File: src/design/rag_pkg.sv
// ----------------------------------------------------------------------------
// rag_pkg
// Shared types, codes and widths of the rational ALU with GCD reduction.
// ----------------------------------------------------------------------------
package rag_pkg;

    // operand bits actually read from each 32-bit input field
    localparam int OPW = 32;
    // product width and width of a sum of two products
    localparam int PW  = 2 * OPW;
    localparam int MW  = PW + 1;
    localparam int KW  = $clog2(MW);
    localparam int CW  = $clog2(MW);
    localparam logic [63:0] NUM_MAG_MAX = 64'h7FFF_FFFF_FFFF_FFFF;

    typedef enum logic [1:0] {
        CMD_ADD = 2'd0,
        CMD_SUB = 2'd1,
        CMD_MUL = 2'd2,
        CMD_DIV = 2'd3
    } t_cmd;

    typedef enum logic [1:0] {
        ST_OK   = 2'd0,
        ST_ZDEN = 2'd1,
        ST_DIVZ = 2'd2
    } t_status;

    typedef struct packed {
        logic [1:0]   cmd;
        logic signed [31:0] a_num;
        logic signed [31:0] a_den;
        logic signed [31:0] b_num;
        logic signed [31:0] b_den;
    } t_in;

    typedef struct packed {
        logic signed [63:0] result_num;
        logic [62:0]        result_den;
        logic [1:0]         status;
    } t_out;

    typedef enum logic [3:0] {
        OP_NONE,
        OP_LOAD,
        OP_MUL0,
        OP_MUL1,
        OP_MUL2,
        OP_FORM,
        OP_GCD,
        OP_DIV_NUM,
        OP_DIV_DEN,
        OP_DIV_STEP,
        OP_EMIT
    } t_op;

    typedef enum logic [3:0] {
        S_IDLE,
        S_MUL0,
        S_MUL1,
        S_MUL2,
        S_FORM,
        S_GCD,
        S_DIVN0,
        S_DIVN,
        S_DIVD0,
        S_DIVD,
        S_DONE
    } t_state;

    typedef struct packed {
        t_op op;
    } t_ctl;

    typedef struct packed {
        logic skip;
        logic gcd_done;
        logic div_last;
        logic out_free;
    } t_sts;

endpackage

File: src/design/rag_ctrl.sv
// ----------------------------------------------------------------------------
// rag_ctrl
// Sequencer: products, numerator forming, GCD loop, two divisions, emit.
// ----------------------------------------------------------------------------
module rag_ctrl import rag_pkg::*; (
    input  logic i_clk,
    input  logic i_rst_n,
    input  logic i_valid,
    output logic o_stall,
    input  t_sts i_sts,
    output t_ctl o_ctl
);

    t_state r_state, n_state;

    always_ff @(posedge i_clk) begin
        if (!i_rst_n) begin
            r_state <= S_IDLE;
        end else begin
            r_state <= n_state;
        end
    end

    always_comb begin
        n_state = r_state;
        unique case (r_state)
            S_IDLE:  if (i_valid) n_state = S_MUL0;
            S_MUL0:  n_state = S_MUL1;
            S_MUL1:  n_state = S_MUL2;
            S_MUL2:  n_state = S_FORM;
            S_FORM:  n_state = S_GCD;
            S_GCD: begin
                if (i_sts.skip) begin
                    n_state = S_DONE;
                end else if (i_sts.gcd_done) begin
                    n_state = S_DIVN0;
                end
            end
            S_DIVN0: n_state = S_DIVN;
            S_DIVN:  if (i_sts.div_last) n_state = S_DIVD0;
            S_DIVD0: n_state = S_DIVD;
            S_DIVD:  if (i_sts.div_last) n_state = S_DONE;
            S_DONE:  if (i_sts.out_free) n_state = S_IDLE;
            default: n_state = S_IDLE;
        endcase
    end

    always_comb begin
        o_stall   = (r_state != S_IDLE);
        o_ctl.op  = OP_NONE;
        unique case (r_state)
            S_IDLE:  if (i_valid) o_ctl.op = OP_LOAD;
            S_MUL0:  o_ctl.op = OP_MUL0;
            S_MUL1:  o_ctl.op = OP_MUL1;
            S_MUL2:  o_ctl.op = OP_MUL2;
            S_FORM:  o_ctl.op = OP_FORM;
            S_GCD:   if (!i_sts.skip && !i_sts.gcd_done) o_ctl.op = OP_GCD;
            S_DIVN0: o_ctl.op = OP_DIV_NUM;
            S_DIVN:  o_ctl.op = OP_DIV_STEP;
            S_DIVD0: o_ctl.op = OP_DIV_DEN;
            S_DIVD:  o_ctl.op = OP_DIV_STEP;
            S_DONE:  if (i_sts.out_free) o_ctl.op = OP_EMIT;
            default: o_ctl.op = OP_NONE;
        endcase
    end

endmodule

File: config.mk
export PLATFORM = sky130hd
export DESIGN_NAME = rag_ctrl
export DESIGN_NICKNAME = d
export VERILOG_FILES = /design/src/design/rag_pkg.sv /design/src/design/rag_ctrl.sv
export SDC_FILE = /design/constraint.sdc
export NUM_CORES = 1
export LEC_CHECK = 0
export ABC_CLOCK_PERIOD_IN_PS = 2600
export BUFFER_PORTS_ARGS = -buffer_cell sky130_fd_sc_hd__buf_2
export CAP_MARGIN = 40
export CORE_AREA = 2 2 39 41
export DETAILED_ROUTE_END_ITERATION = 7
export DIE_AREA = 0 0 41 43
export GPL_ROUTABILITY_DRIVEN = 0
export GPL_TIMING_DRIVEN = 0
export SLEW_MARGIN = 10
export SYNTH_ARGS = -nofsm -noshare
export SYNTH_HDL_FRONTEND = slang
export SYNTH_SLANG_ARGS = --single-unit
File: constraint.sdc
create_clock -name i_clk -period 2.6 [get_ports i_clk]
set_clock_uncertainty 0.05 [all_clocks]
set_input_delay 0.52 -clock i_clk [delete_from_list [all_inputs] [get_ports i_clk]]
set_output_delay 0.52 -clock i_clk [all_outputs]
set_load 0.02 [all_outputs]
==> metrics.log, run 1 <==
INFO  metric clock_root_buffer = sky130_fd_sc_hd__clkbuf_4
INFO  metric average_instance_area_after_synthesis = 7.35 um2
INFO  metric worst_path_dominant_cell_family = simple AND/OR/NAND/NOR gates
INFO  metric antenna_cells_inserted = 0
INFO  metric layout.cell_area.non_filler = between 400 and 500 um2
INFO  metric die-width = 41 um
INFO  metric worst-slew-pin-transition = around 380 ps
INFO  metric clk_pin_slew_worst_paths = 30 ps
INFO  metric dp.cells = between 80 and 90
INFO  metric setup_repair_after_global_routing_missed_its_margin = false
INFO  metric whs_endpoint = r_state[0]
INFO  metric number_of_cells_upsized_or_downsized_after_cts = 0
INFO  metric min_period_over_period = 83.7%
INFO  metric syn_nets = 61
INFO  metric place_area = around 470 um2
INFO  metric post-route-drc-count = 0
INFO  metric timing.critical_path.buf_inv = 2
INFO  metric crit_path_max_incr_delay = 560 ps
INFO  metric final-instance-count-excl-fill = 84
INFO  metric max_freq = 460 MHz
INFO  metric crit_arrival = ~1600 ps
INFO  metric clk_path_buf_depth = 2
INFO  metric antenna_found_initial = 0
INFO  metric htreeDepth = 1
INFO  metric final_layout_size_suffix_gt1_share = between 30% and 40%
INFO  metric postSynth.asyncResetShare = 0%
INFO  metric worstPathCellList = buf_6, nand2_2, or4b_4, o221ai_1, buf_2
INFO  metric layout-area-overhead-vs-synth = 24.6%
INFO  metric postCtsSetupBuffers = 0
INFO  metric io_pins = 12
INFO  metric cts-buffers-inserted = 3
INFO  metric critPathRequiredTime = 2030 ps
INFO  metric rows = 14
INFO  metric grt_max_degree = 11
INFO  metric timing.reg2reg.worst_path_depth = 5
INFO  metric die_y = around 43 um
INFO  metric post_cts_hold_buffer_count = 0
INFO  metric r2r_setup_slack = 1010 ps
INFO  metric routed-via-count = 440
INFO  metric synth_cells = 54
INFO  metric holdPathStages = 3
INFO  metric grt_pass1_vias = 377
INFO  metric power_density = 1100 mW/mm2
INFO  metric largest_fanout_of_any_net_on_the_critical_path = 10
INFO  metric tritoncts = yes
INFO  metric synth-edff-count = 0
INFO  metric setup_viol = 0
INFO  metric nets = 77
INFO  metric register_name_with_the_most_flops = r_state
INFO  metric irDropWorstVdd = between 0.0004 and 0.0005 V
INFO  metric timing.rr.end = r_state[1]
INFO  metric drt-wirelength-per-cell = 11.6 um
INFO  metric detail_route.iter0.violations = 12
INFO  metric floorplan.die_area = 0.00176 mm2
INFO  metric detailedPlacementHpwl = 762 um
INFO  metric yosysSeqAreaShare = about a fifth
INFO  metric placeable_core_region = between 0.001 and 0.0015 mm2
INFO  metric yosysWarningCount = 0
INFO  metric report.final.hold_viol_count = 0
INFO  metric crit_type = flip-flop to primary output
INFO  metric synth_area_leaders = sky130_fd_sc_hd__dfxtp_1 (20%), sky130_fd_sc_hd__o21ai_0 (6.3%), sky130_fd_sc_hd__a21oi_1 (5.0%)
INFO  metric synth_largest_type_area_fraction = 20.2%
INFO  metric mappedNetlistArea = 397 um2
INFO  metric effective_utilization_at_floorplan = about 29%
INFO  metric yosys.area.top_type = sky130_fd_sc_hd__dfxtp_1
INFO  metric final.setup.tns = 0 ps
INFO  metric cts_sinks = 4
INFO  metric fill_cells = around 160
INFO  metric min_cycle_time_layout = around 2200 ps
INFO  metric largest_register_ffs = 4
INFO  metric placement.io_buffers = 11
INFO  metric wire_length_of_the_first_global_routing_pass = 1.52 mm
INFO  metric synth.lib_cells_used.distinct = 28
INFO  metric grt_remaining_overflow = 0
INFO  metric clkLatencyLatePin = 230 ps
INFO  metric wirelength = 976 um
INFO  metric critical_path.slowest_cell = sky130_fd_sc_hd__or4b_4
INFO  metric leading_register_cell_type_out_of_synthesis = sky130_fd_sc_hd__dfxtp_1
INFO  metric synth-seq-cells = 4
INFO  metric drv_cap = 0
INFO  metric worst_reg2reg_startpoint = r_state[3]
INFO  metric antenna_violating_nets_post_route = 0
INFO  metric largest_registers = r_state (4)
INFO  metric synth.cells.most_frequent = sky130_fd_sc_hd__nand2_1 (5), sky130_fd_sc_hd__nor2_1 (5), sky130_fd_sc_hd__o21ai_0 (5)
INFO  metric hold_path.startpoint = i_rst_n
INFO  metric worstSetupEndpointType = primary output
INFO  metric timing.final.max_slew_violations = 0
INFO  metric status = finished clean
INFO  metric viasPerCell = 5.24
INFO  metric cp-start-kind = flip-flop
INFO  metric hold_path_class = input port to flip-flop
INFO  metric drt-pass1-iter-count = 4
INFO  metric globalRouteTotalUtil = 12.3%
INFO  metric leakage = approximately 0.23 nW
INFO  metric timing.slew.headroom = about three quarters
cell usage in the layout (no fill, tap or decap), types with 2 or more instances in the layout:
cell and n:
sky130_fd_sc_hd__nand2b_1 3, sky130_fd_sc_hd__buf_2 13, sky130_fd_sc_hd__a21oi_1 4, sky130_fd_sc_hd__nor2_1 5, sky130_fd_sc_hd__o22ai_1 2, sky130_fd_sc_hd__and3b_1 2
sky130_fd_sc_hd__clkbuf_4 3, sky130_fd_sc_hd__mux2i_1 2, sky130_fd_sc_hd__dfxtp_1 4, sky130_fd_sc_hd__nand2_1 5, sky130_fd_sc_hd__o21ai_0 5, sky130_fd_sc_hd__inv_1 2
sky130_fd_sc_hd__a31oi_1 2
worst register-to-register path, cell delays in order (launching register included):
cell                      delay [ps]
sky130_fd_sc_hd__dfxtp_1         380
sky130_fd_sc_hd__buf_2           220
sky130_fd_sc_hd__nor3_1           70
sky130_fd_sc_hd__o21ai_0         330
sky130_fd_sc_hd__and3_4          290
sky130_fd_sc_hd__mux2i_1         170
cell families after synthesis:
kind of cell | synth area share, %
and+or+nand+nor | 35.0
AOI/OAI and AO/OA | 31.5
buffers and inverters | 8.20
DFF | 20.2
muxes | 5.05
final cells by class:
class | count | area [um2] | share of cell area (%)
repair buffers | 11 | 55.1 | 11.1
flip-flops and latches | 4 | 80.1 | 16.2
multi-input cells | 44 | 284 | 57.5
well taps | 16 | 20.0 | 4.05
inverters | 2 | 7.51 | 1.52
clock buffers | 3 | 22.5 | 4.56
plain buffers | 4 | 25.0 | 5.06
how the worst max path moves through the flow:
| stage | startpoint | endpoint | slack, ps | cells after the start |
|---|---|---|---|---|
| final | r_state[0] | o_ctl[1] | 420 | 5 |
| after global routing | r_state[0] | o_ctl[2] | 350 | 5 |
| after CTS | r_state[0] | o_ctl[1] | 420 | 5 |
| after detailed placement | i_sts[3] | o_ctl[1] | 540 | 4 |
| after global placement | i_sts[3] | o_ctl[2] | 520 | 4 |
| after floorplan | i_sts[3] | o_ctl[2] | 710 | 2 |
routing by layer:
layer | GRT usage [%] | share of wire, % | vias up
li1 | - | - | 228
met1 | 15.8 | 47 | 197
met2 | 19.7 | 46 | 15
met3 | 4.19 | 7.0 | 0
met4 | 2.00 | 0 | 0
met5 | 0 | 0 | -
where the power goes:
part | internal, W | switching, W
Combinational | 0.000153 | 0.000214
Clock | 0.0000515 | 0.0000229
Sequential | 0.0000822 | 0.0000218
per-stage QoR:
stage | setup WS [ps] | total power (W) | util [%] | hold slack (ps)
4_1_cts | 417 | 0.000550 | 35.7 | 502
5_1_grt | 345 | 0.000592 | 35.7 | 518
2_1_floorplan | 713 | 0.000381 | - | 567
3_5_place_dp | 538 | 0.000471 | 34.1 | 628
6_report | 424 | 0.000546 | 35.7 | 509
3_3_place_gp | 524 | 0.000473 | 34.1 | 627
Power figures use the tool's default switching activity.
==> inputs of run 2 (changes only) <==
--- a/config.mk
+++ b/config.mk
@@ -5,7 +5,8 @@
 export SDC_FILE = /design/constraint.sdc
 export NUM_CORES = 1
 export LEC_CHECK = 0
-export ABC_CLOCK_PERIOD_IN_PS = 2600
+export ABC_AREA = 1
+export ABC_CLOCK_PERIOD_IN_PS = 2250
 export BUFFER_PORTS_ARGS = -buffer_cell sky130_fd_sc_hd__buf_2
 export CAP_MARGIN = 40
 export CORE_AREA = 2 2 39 41
==> constraint.sdc (replaced) <==
create_clock -name i_clk -period 2.25 [get_ports i_clk]
set_clock_uncertainty 0.05 [all_clocks]
set_input_delay 0.45 -clock i_clk [delete_from_list [all_inputs] [get_ports i_clk]]
set_output_delay 0.45 -clock i_clk [all_outputs]
set_load 0.02 [all_outputs]
==> run 2 against run 1 <==
  * Register-to-register slack worse by 80 ps
  * Synthesized cell count is 48% higher
  * Largest cell class unchanged
  * Non-clock buffer count is 4 lower
  * Global-route usage is 0.79 points higher
  * Power is 46% higher
  * Highest routed layer unchanged
==> metrics.log, run 2 <==
INFO  metric effective_utilization_at_floorplan = 30.2% (was 28.7%)
INFO  metric final-instance-count-excl-fill = 110 (was 84)
INFO  metric drt-wirelength-per-cell = 8.95 um (was 11.6 um)
INFO  metric place_area = 493 um2 (was 472 um2)
INFO  metric rows = 14 (unchanged)
INFO  metric post-route-drc-count = 0 (unchanged)
INFO  metric average_instance_area_after_synthesis = 5.22 um2 (was 7.35 um2)
INFO  metric register_name_with_the_most_flops = r_state (unchanged)
INFO  metric postSynth.asyncResetShare = 0% (unchanged)
INFO  metric number_of_cells_upsized_or_downsized_after_cts = 0 (unchanged)
INFO  metric yosys.area.top_type = sky130_fd_sc_hd__nand2_1 (was sky130_fd_sc_hd__dfxtp_1)
INFO  metric report.final.hold_viol_count = 0 (unchanged)
INFO  metric die_y = 43 um (unchanged)
INFO  metric detailedPlacementHpwl = 835 um (was 762 um)
INFO  metric yosysWarningCount = 0 (unchanged)
INFO  metric drv_cap = 0 (unchanged)
INFO  metric synth-seq-cells = 4 (unchanged)
INFO  metric layout.cell_area.non_filler = 515 um2 (was 494 um2)
INFO  metric htreeDepth = 1 (unchanged)
INFO  metric worst-slew-pin-transition = 266 ps (was 383 ps)
INFO  metric synth.lib_cells_used.distinct = 13 (was 28)
INFO  metric wirelength = 985 um (was 976 um)
INFO  metric fill_cells = 158 (unchanged)
INFO  metric crit_arrival = 1350 ps (was 1610 ps)
INFO  metric critPathRequiredTime = 1750 ps (was 2030 ps)
INFO  metric status = finished clean (unchanged)
INFO  metric timing.final.max_slew_violations = 0 (unchanged)
INFO  metric tritoncts = yes (unchanged)
INFO  metric final.setup.tns = 0 ps (unchanged)
INFO  metric layout_common_cells = sky130_fd_sc_hd__nand2_1 (23), sky130_fd_sc_hd__nor2_1 (20), sky130_fd_sc_hd__inv_1 (11), sky130_fd_sc_hd__buf_2 (11), sky130_fd_sc_hd__nand3_1 (9) (was sky130_fd_sc_hd__buf_2 (13), sky130_fd_sc_hd__nor2_1 (5), sky130_fd_sc_hd__nand2_1 (5), sky130_fd_sc_hd__o21ai_0 (5))
INFO  metric antenna_cells_inserted = 0 (unchanged)
INFO  metric final_layout_size_suffix_gt1_share = 24.5% (was 30.9%)
INFO  metric timing.reg2reg.worst_path_depth = 7 (was 5)
INFO  metric antenna_found_initial = 0 (unchanged)
INFO  metric holdPathStages = 3 (unchanged)
INFO  metric die-width = 41 um (unchanged)
INFO  metric globalRouteTotalUtil = 13.1% (was 12.3%)
INFO  metric cts-buffers-inserted = 3 (unchanged)
INFO  metric io_pins = 12 (unchanged)
INFO  metric layout.cells.most_common = sky130_fd_sc_hd__nand2_1 (was sky130_fd_sc_hd__buf_2)
INFO  metric syn_nets = 87 (was 61)
INFO  metric drt-pass1-iter-count = 4 (unchanged)
INFO  metric r2r_setup_slack = 930 ps (was 1010 ps)
INFO  metric synth.most_common_cell = sky130_fd_sc_hd__nand2_1
INFO  metric synth_cells = 80 (was 54)
INFO  metric largest_registers = r_state (4) (unchanged)
INFO  metric hold_path.startpoint = i_rst_n (unchanged)
INFO  metric total_power = 0.000795 W (was 0.000546 W)
INFO  metric hold_path_class = input port to flip-flop (unchanged)
INFO  metric min_period_over_period = 82.4%
INFO  metric post_cts_hold_buffer_count = 0 (unchanged)
INFO  metric clock_root_buffer = sky130_fd_sc_hd__clkbuf_4 (unchanged)
INFO  metric worstSetupEndpointType = primary output (unchanged)
INFO  metric leakage = 0.318 nW (was 0.228 nW)
INFO  metric timing.rr.end = r_state[3] (was r_state[1])
INFO  metric postCtsSetupBuffers = 0 (unchanged)
INFO  metric layout-area-overhead-vs-synth = 23.4% (was 24.6%)
INFO  metric nets = 103 (was 77)
INFO  metric setup_viol = 0 (unchanged)
INFO  metric irDropWorstVdd = 0.000666 V (was 0.000412 V)
INFO  metric leading_register_cell_type_out_of_synthesis = sky130_fd_sc_hd__dfxtp_1 (unchanged)
INFO  metric synth_largest_type_area_fraction = 20.7% (was 20.2%)
INFO  metric clkLatencyLatePin = 230 ps (about the same)
INFO  metric clk_path_buf_depth = 2 (unchanged)
INFO  metric largest_fanout_of_any_net_on_the_critical_path = 7 (was 10)
INFO  metric viasPerCell = 4.63 (was 5.24)
INFO  metric worst_reg2reg_startpoint = r_state[2] (was r_state[3])
INFO  metric crit_type = flip-flop to primary output (unchanged)
INFO  metric clk_pin_slew_worst_paths = 40 ps (was 30 ps)
INFO  metric min_cycle_time_layout = 1850 ps
INFO  metric placeable_core_region = 0.00138 mm2 (unchanged)
INFO  metric floorplan.die_area = 0.00176 mm2 (unchanged)
INFO  metric synth_area_leaders = sky130_fd_sc_hd__nand2_1 (21%), sky130_fd_sc_hd__dfxtp_1 (19%), sky130_fd_sc_hd__nor2_1 (18%) (was sky130_fd_sc_hd__dfxtp_1 (20%), sky130_fd_sc_hd__o21ai_0 (6.3%), sky130_fd_sc_hd__a21oi_1 (5.0%))
INFO  metric detail_route.iter0.violations = 5 (was 12)
INFO  metric antenna_violating_nets_post_route = 0 (unchanged)
INFO  metric placement.io_buffers = 11 (unchanged)
INFO  metric max_freq = 539 MHz
INFO  metric grt_remaining_overflow = 0 (unchanged)
INFO  metric dp.cells = 107 (was 81)
INFO  metric routed-via-count = 509 (was 440)
INFO  metric grt_pass1_vias = 429 (was 377)
INFO  metric setup_repair_after_global_routing_missed_its_margin = false (unchanged)
INFO  metric synth-edff-count = 0 (unchanged)
INFO  metric wire_length_of_the_first_global_routing_pass = 1.60 mm (was 1.52 mm)
INFO  metric grt_max_degree = 8 (was 11)
INFO  metric yosysSeqAreaShare = 19.2% (was 20.2%)
INFO  metric power_density = 1540 mW/mm2 (was 1100 mW/mm2)
INFO  metric cp-start-kind = flip-flop (unchanged)
INFO  metric whs_endpoint = r_state[3] (was r_state[0])
INFO  metric timing.slew.headroom = 82.3% (was 74.2%)
INFO  metric synth.cells.most_frequent = sky130_fd_sc_hd__nand2_1 (23), sky130_fd_sc_hd__nor2_1 (20), sky130_fd_sc_hd__inv_1 (11) (was sky130_fd_sc_hd__nand2_1 (5), sky130_fd_sc_hd__nor2_1 (5), sky130_fd_sc_hd__o21ai_0 (5))
INFO  metric cts_sinks = 4 (unchanged)
INFO  metric mappedNetlistArea = 418 um2 (was 397 um2)
INFO  metric largest_register_ffs = 4 (unchanged)
-- run 2: worst max path at each step --
stage	from	endpoint	slack, ps	cells after the start
2_1_floorplan	r_state[2]	o_ctl[1]	830	4
3_3_place_gp	r_state[2]	o_ctl[1]	660	5
3_5_place_dp	r_state[2]	o_ctl[1]	650	5
4_1_cts	r_state[2]	o_ctl[1]	390	5
5_1_grt	r_state[2]	o_ctl[1]	280	5
6_report	r_state[2]	o_ctl[1]	400	5
-- run 2: layout make-up --
| class | count | area, um2 | area share, % |
|---|---|---|---|
| Multi-Input combinational cell | 64 | 293 | 56.8 |
| Sequential cell | 4 | 80.1 | 15.5 |
| Timing Repair Buffer | 11 | 55.1 | 10.7 |
| Inverter | 12 | 45.0 | 8.74 |
| Clock buffer | 3 | 22.5 | 4.37 |
| Tap cell | 16 | 20.0 | 3.88 |
-- run 2: worst max-delay path: stages (launching register included) --
cell                      delay, ps
sky130_fd_sc_hd__dfxtp_1        460
sky130_fd_sc_hd__nand2_1        130
sky130_fd_sc_hd__nor2_1         190
sky130_fd_sc_hd__nand2_2        100
sky130_fd_sc_hd__nand3_1         70
sky130_fd_sc_hd__buf_2          160
-- run 2: logic make-up (layout without fill, tap and decap cells) --
logic type             count (synthesis)  in the layout  share of synthesized area, %
AOI/OAI and AO/OA                      4              4                          5.39
and+or+nand+nor                       60             60                          64.7
DFF                                    4              4                          19.2
buffers and inverters                 12             26                          10.8
-- run 2: routing by layer --
metal,share of wire [%],GRT usage (%)
met3,2.5,1.57
met2,48,21.6
met1,49,16.0
met5,0,0
met4,0,6.00
-- run 2: per-stage QoR --
step                      worst slack, ps  hold slack, ps  util [%]
after global placement                659             493      35.6
final                                 395             425      37.3
after floorplan                       835             464         -
after global routing                  285             434      37.3
after CTS                             387             414      37.3
after detailed placement              649             501      35.6
-- run 2: where the power goes --
group	switching [W]	internal (W)
sequential	0.0000568	0.000105
clock	0.0000263	0.0000595
combinational	0.000357	0.000190
total	0.000440	0.000354
==> inputs of run 3 (changes only) <==
--- a/config.mk
+++ b/config.mk
@@ -5,8 +5,8 @@
 export SDC_FILE = /design/constraint.sdc
 export NUM_CORES = 1
 export LEC_CHECK = 0
-export ABC_AREA = 1
-export ABC_CLOCK_PERIOD_IN_PS = 2250
+export ABC_AREA = 0
+export ABC_CLOCK_PERIOD_IN_PS = 1700
 export BUFFER_PORTS_ARGS = -buffer_cell sky130_fd_sc_hd__buf_2
 export CAP_MARGIN = 40
 export CORE_AREA = 2 2 39 41
==> constraint.sdc (replaced) <==
create_clock -name i_clk -period 1.7 [get_ports i_clk]
set_clock_uncertainty 0.05 [all_clocks]
set_input_delay 0.34 -clock i_clk [delete_from_list [all_inputs] [get_ports i_clk]]
set_output_delay 0.34 -clock i_clk [all_outputs]
set_load 0.02 [all_outputs]
==> run 3 against run 2 <==
  * The run now ends with setup timing left
  * Worst hold slack lost 100 ps
  * Cell area grew 19%
  * Wire length grew 23%
  * Setup slack lost 540 ps
  * Sequential cell count is the same
  * Non-clock buffer count grew 8
  * Critical endpoint unchanged
  * Largest cell class unchanged
  * Highest routed layer is now met4
==> metrics.log, run 3 (same netlist as run 1, synthesis figures left out) <==
INFO  metric status = complete, but fails checks (was finished clean)
INFO  metric failed_checks = setup timing
INFO  metric hold_path.startpoint = i_rst_n (unchanged)
INFO  metric holdPathStages = 3 (unchanged)
INFO  metric wirelength = 1.21 mm (was 985 um)
INFO  metric layout.cells.most_common = sky130_fd_sc_hd__buf_2 (was sky130_fd_sc_hd__nand2_1)
INFO  metric final_critical_path_setup_slack = -143 ps (was 395 ps)
INFO  metric grt_max_degree = 11 (was 8)
INFO  metric fill_cells = 141 (was 158)
INFO  metric hold_path_class = input port to flip-flop (unchanged)
INFO  metric leakage = 0.277 nW (was 0.318 nW)
INFO  metric drt-wirelength-per-cell = 13.7 um (was 8.95 um)
INFO  metric die_y = 43 um (unchanged)
INFO  metric rows = 14 (unchanged)
INFO  metric clk_pin_slew_worst_paths = 40 ps (about the same)
INFO  metric crit_type = flip-flop to primary output (unchanged)
INFO  metric grt_pass1_vias = 432 (was 429)
INFO  metric largest_register_ffs = 4 (unchanged)
INFO  metric r2r_setup_slack = 120 ps (was 930 ps)
INFO  metric clk_path_buf_depth = 2 (unchanged)
INFO  metric critPathRequiredTime = 1310 ps (was 1750 ps)
INFO  metric setup_viol = 3 (was 0)
INFO  metric p_seq_share = 18.4% (was 20.4%)
INFO  metric irDropWorstVdd = 0.000632 V (was 0.000666 V)
INFO  metric floorplan.die_area = 0.00176 mm2 (unchanged)
INFO  metric drv_cap = 0 (unchanged)
INFO  metric worst-slew-pin-transition = 384 ps (was 266 ps)
INFO  metric tritoncts = yes (unchanged)
INFO  metric final.setup.tns = -260 ps (was 0 ps)
INFO  metric setup_repair_after_global_routing_missed_its_margin = true (was false)
INFO  metric worst_reg2reg_startpoint = r_state[3] (was r_state[2])
INFO  metric wire_length_of_the_first_global_routing_pass = 1.76 mm (was 1.60 mm)
INFO  metric report.final.hold_viol_count = 0 (unchanged)
INFO  metric globalRouteTotalUtil = 14.2% (was 13.1%)
INFO  metric timing.reg2reg.worst_path_depth = 5 (was 7)
INFO  metric drt-pass1-iter-count = 4 (unchanged)
INFO  metric multi_input_area = 333 um2 (was 293 um2)
INFO  metric htreeDepth = 1 (unchanged)
INFO  metric detail_route.iter0.violations = 3 (was 5)
INFO  metric sequential_cell_area = 92.6 um2 (was 80.1 um2)
INFO  metric layout-area-overhead-vs-synth = 54.3% (was 23.4%)
INFO  metric max_freq = between 500 and 600 MHz
INFO  metric timing.rr.end = r_state[1] (was r_state[3])
INFO  metric largest_registers = r_state (4) (unchanged)
INFO  metric crit_arrival = 1450 ps (was 1350 ps)
INFO  metric effective_utilization_at_floorplan = 28.7% (was 30.2%)
INFO  metric antenna_violating_nets_post_route = 0 (unchanged)
INFO  metric antenna_cells_inserted = 0 (unchanged)
INFO  metric worstSetupEndpointType = primary output (unchanged)
INFO  metric min_period_over_period = 108%
INFO  metric placeable_core_region = 0.00138 mm2 (unchanged)
INFO  metric cts-buffers-inserted = 3 (unchanged)
INFO  metric viasPerCell = 5.53 (was 4.63)
INFO  metric net-switching-power = 0.000479 W (was 0.000440 W)
INFO  metric layout_common_cells = sky130_fd_sc_hd__buf_2 (8), sky130_fd_sc_hd__buf_4 (7), sky130_fd_sc_hd__nand2_1 (5), sky130_fd_sc_hd__clkbuf_4 (4), sky130_fd_sc_hd__o21ai_0 (4) (was sky130_fd_sc_hd__nand2_1 (23), sky130_fd_sc_hd__nor2_1 (20), sky130_fd_sc_hd__inv_1 (11), sky130_fd_sc_hd__buf_2 (11), sky130_fd_sc_hd__nand3_1 (9))
INFO  metric grt_remaining_overflow = 0 (unchanged)
INFO  metric cp-start-kind = flip-flop (unchanged)
INFO  metric register_name_with_the_most_flops = r_state (unchanged)
INFO  metric timing.slew.headroom = 74.1% (was 82.3%)
INFO  metric postLayoutCoreUtil = 44.2% (was 37.3%)
INFO  metric detailedPlacementHpwl = 762 um (was 835 um)
INFO  metric power_density = 1730 mW/mm2 (was 1540 mW/mm2)
INFO  metric placement.io_buffers = 11 (unchanged)
INFO  metric clkLatencyLatePin = 230 ps (about the same)
INFO  metric whs_endpoint = r_state[0] (was r_state[3])
INFO  metric net_switching_share_of_the_total_power = 45.3% (was 55.4%)
INFO  metric clock_power_share = 10.8% (about the same)
INFO  metric p_int = 0.000580 W (was 0.000354 W)
INFO  metric antenna_found_initial = 0 (unchanged)
INFO  metric clock_root_buffer = sky130_fd_sc_hd__clkbuf_4 (unchanged)
INFO  metric final_layout_size_suffix_gt1_share = 54.2% (was 24.5%)
INFO  metric post-route-drc-count = 0 (unchanged)
INFO  metric min_cycle_time_layout = 1840 ps
INFO  metric largest_fanout_of_any_net_on_the_critical_path = 4 (was 7)
INFO  metric timing.final.max_slew_violations = 0 (unchanged)
INFO  metric routed-via-count = 487 (was 509)
INFO  metric nets = 81 (was 103)
INFO  metric comb_power_share = 70.8% (was 68.8%)
INFO  metric cts_sinks = 4 (unchanged)
INFO  metric io_pins = 12 (unchanged)
INFO  metric die-width = 41 um (unchanged)
run 3: cell types whose count changed in the layout (fill, tap and decap cells not counted), sizes merged, moves of 3 or more:
cell,delta
a21oi,+3
nor2,-21
inv,-10
buf,+7
nand2b,+3
nand3,-10
o21ai,+3
nand2,-18
run 3: power by group through the flow:
stage / logic [W] / clock network, W / registers [W]
6_report: 0.000750 / 0.000114 / 0.000195
5_1_grt: 0.000813 / 0.000125 / 0.000197
4_1_cts: 0.000653 / 0.000121 / 0.000166
3_5_place_dp: 0.000562 / 0 / 0.000158
3_3_place_gp: 0.000565 / 0 / 0.000158
2_1_floorplan: 0.000435 / 0 / 0.000148
run 3: how the worst max path moves through the flow:
stage | from | end | slack, ps | cells past startpoint
final | r_state[2] | o_ctl[1] | -140 | 4
after global routing | r_state[3] | o_ctl[1] | -190 | 4
after CTS | r_state[1] | o_ctl[2] | -130 | 4
after detailed placement | r_state[0] | o_ctl[1] | -50 | 5
after global placement | r_state[0] | o_ctl[2] | -70 | 5
after floorplan | r_state[0] | o_ctl[2] | 40 | 4
run 3: final cells by class:
cell class | count | share of cell area, %
repair buffers | 16 | 18.0
inverters | 2 | 1.64
flip-flops and latches | 4 | 15.1
clock buffers | 3 | 3.68
well taps | 16 | 3.27
multi-input cells | 44 | 54.4
plain buffers | 3 | 3.89
run 3: what timing repair did:
action	in CTS	in global routing
gates cloned	0	0
endpoints found under the setup margin	4	5
hold buffers	0	0
setup buffers	4	1
gates resized for setup	13	18
pin swaps	3	5
run 3: metal layers:
metal / share of wire, % / GRT usage (%) / wire, um
met1: 44 / 16.7 / 529
met2: 50 / 23.4 / 598
met3: 4.8 / 4.71 / 58
met4: 1.7 / 3.33 / 21
met5: 0 / 0 / 0
run 3: worst max-delay path, cell delays in order (launching register included):
cell and delay [ps]:
sky130_fd_sc_hd__dfxtp_4 360, sky130_fd_sc_hd__nand2_4 50, sky130_fd_sc_hd__or4b_4 550, sky130_fd_sc_hd__o221ai_2 90
sky130_fd_sc_hd__buf_4 170
run 3: stage by stage:
stage	setup slack [ps]	cell area, um2	hold WS, ps	std cells	total power (W)
final	-143	612	323	88	0.00106
after global routing	-191	612	330	88	0.00114
after CTS	-131	553	314	88	0.000940
after detailed placement	-48.0	472	564	81	0.000720
after global placement	-67.2	472	566	81	0.000723
after floorplan	42.4	397	406	54	0.000583
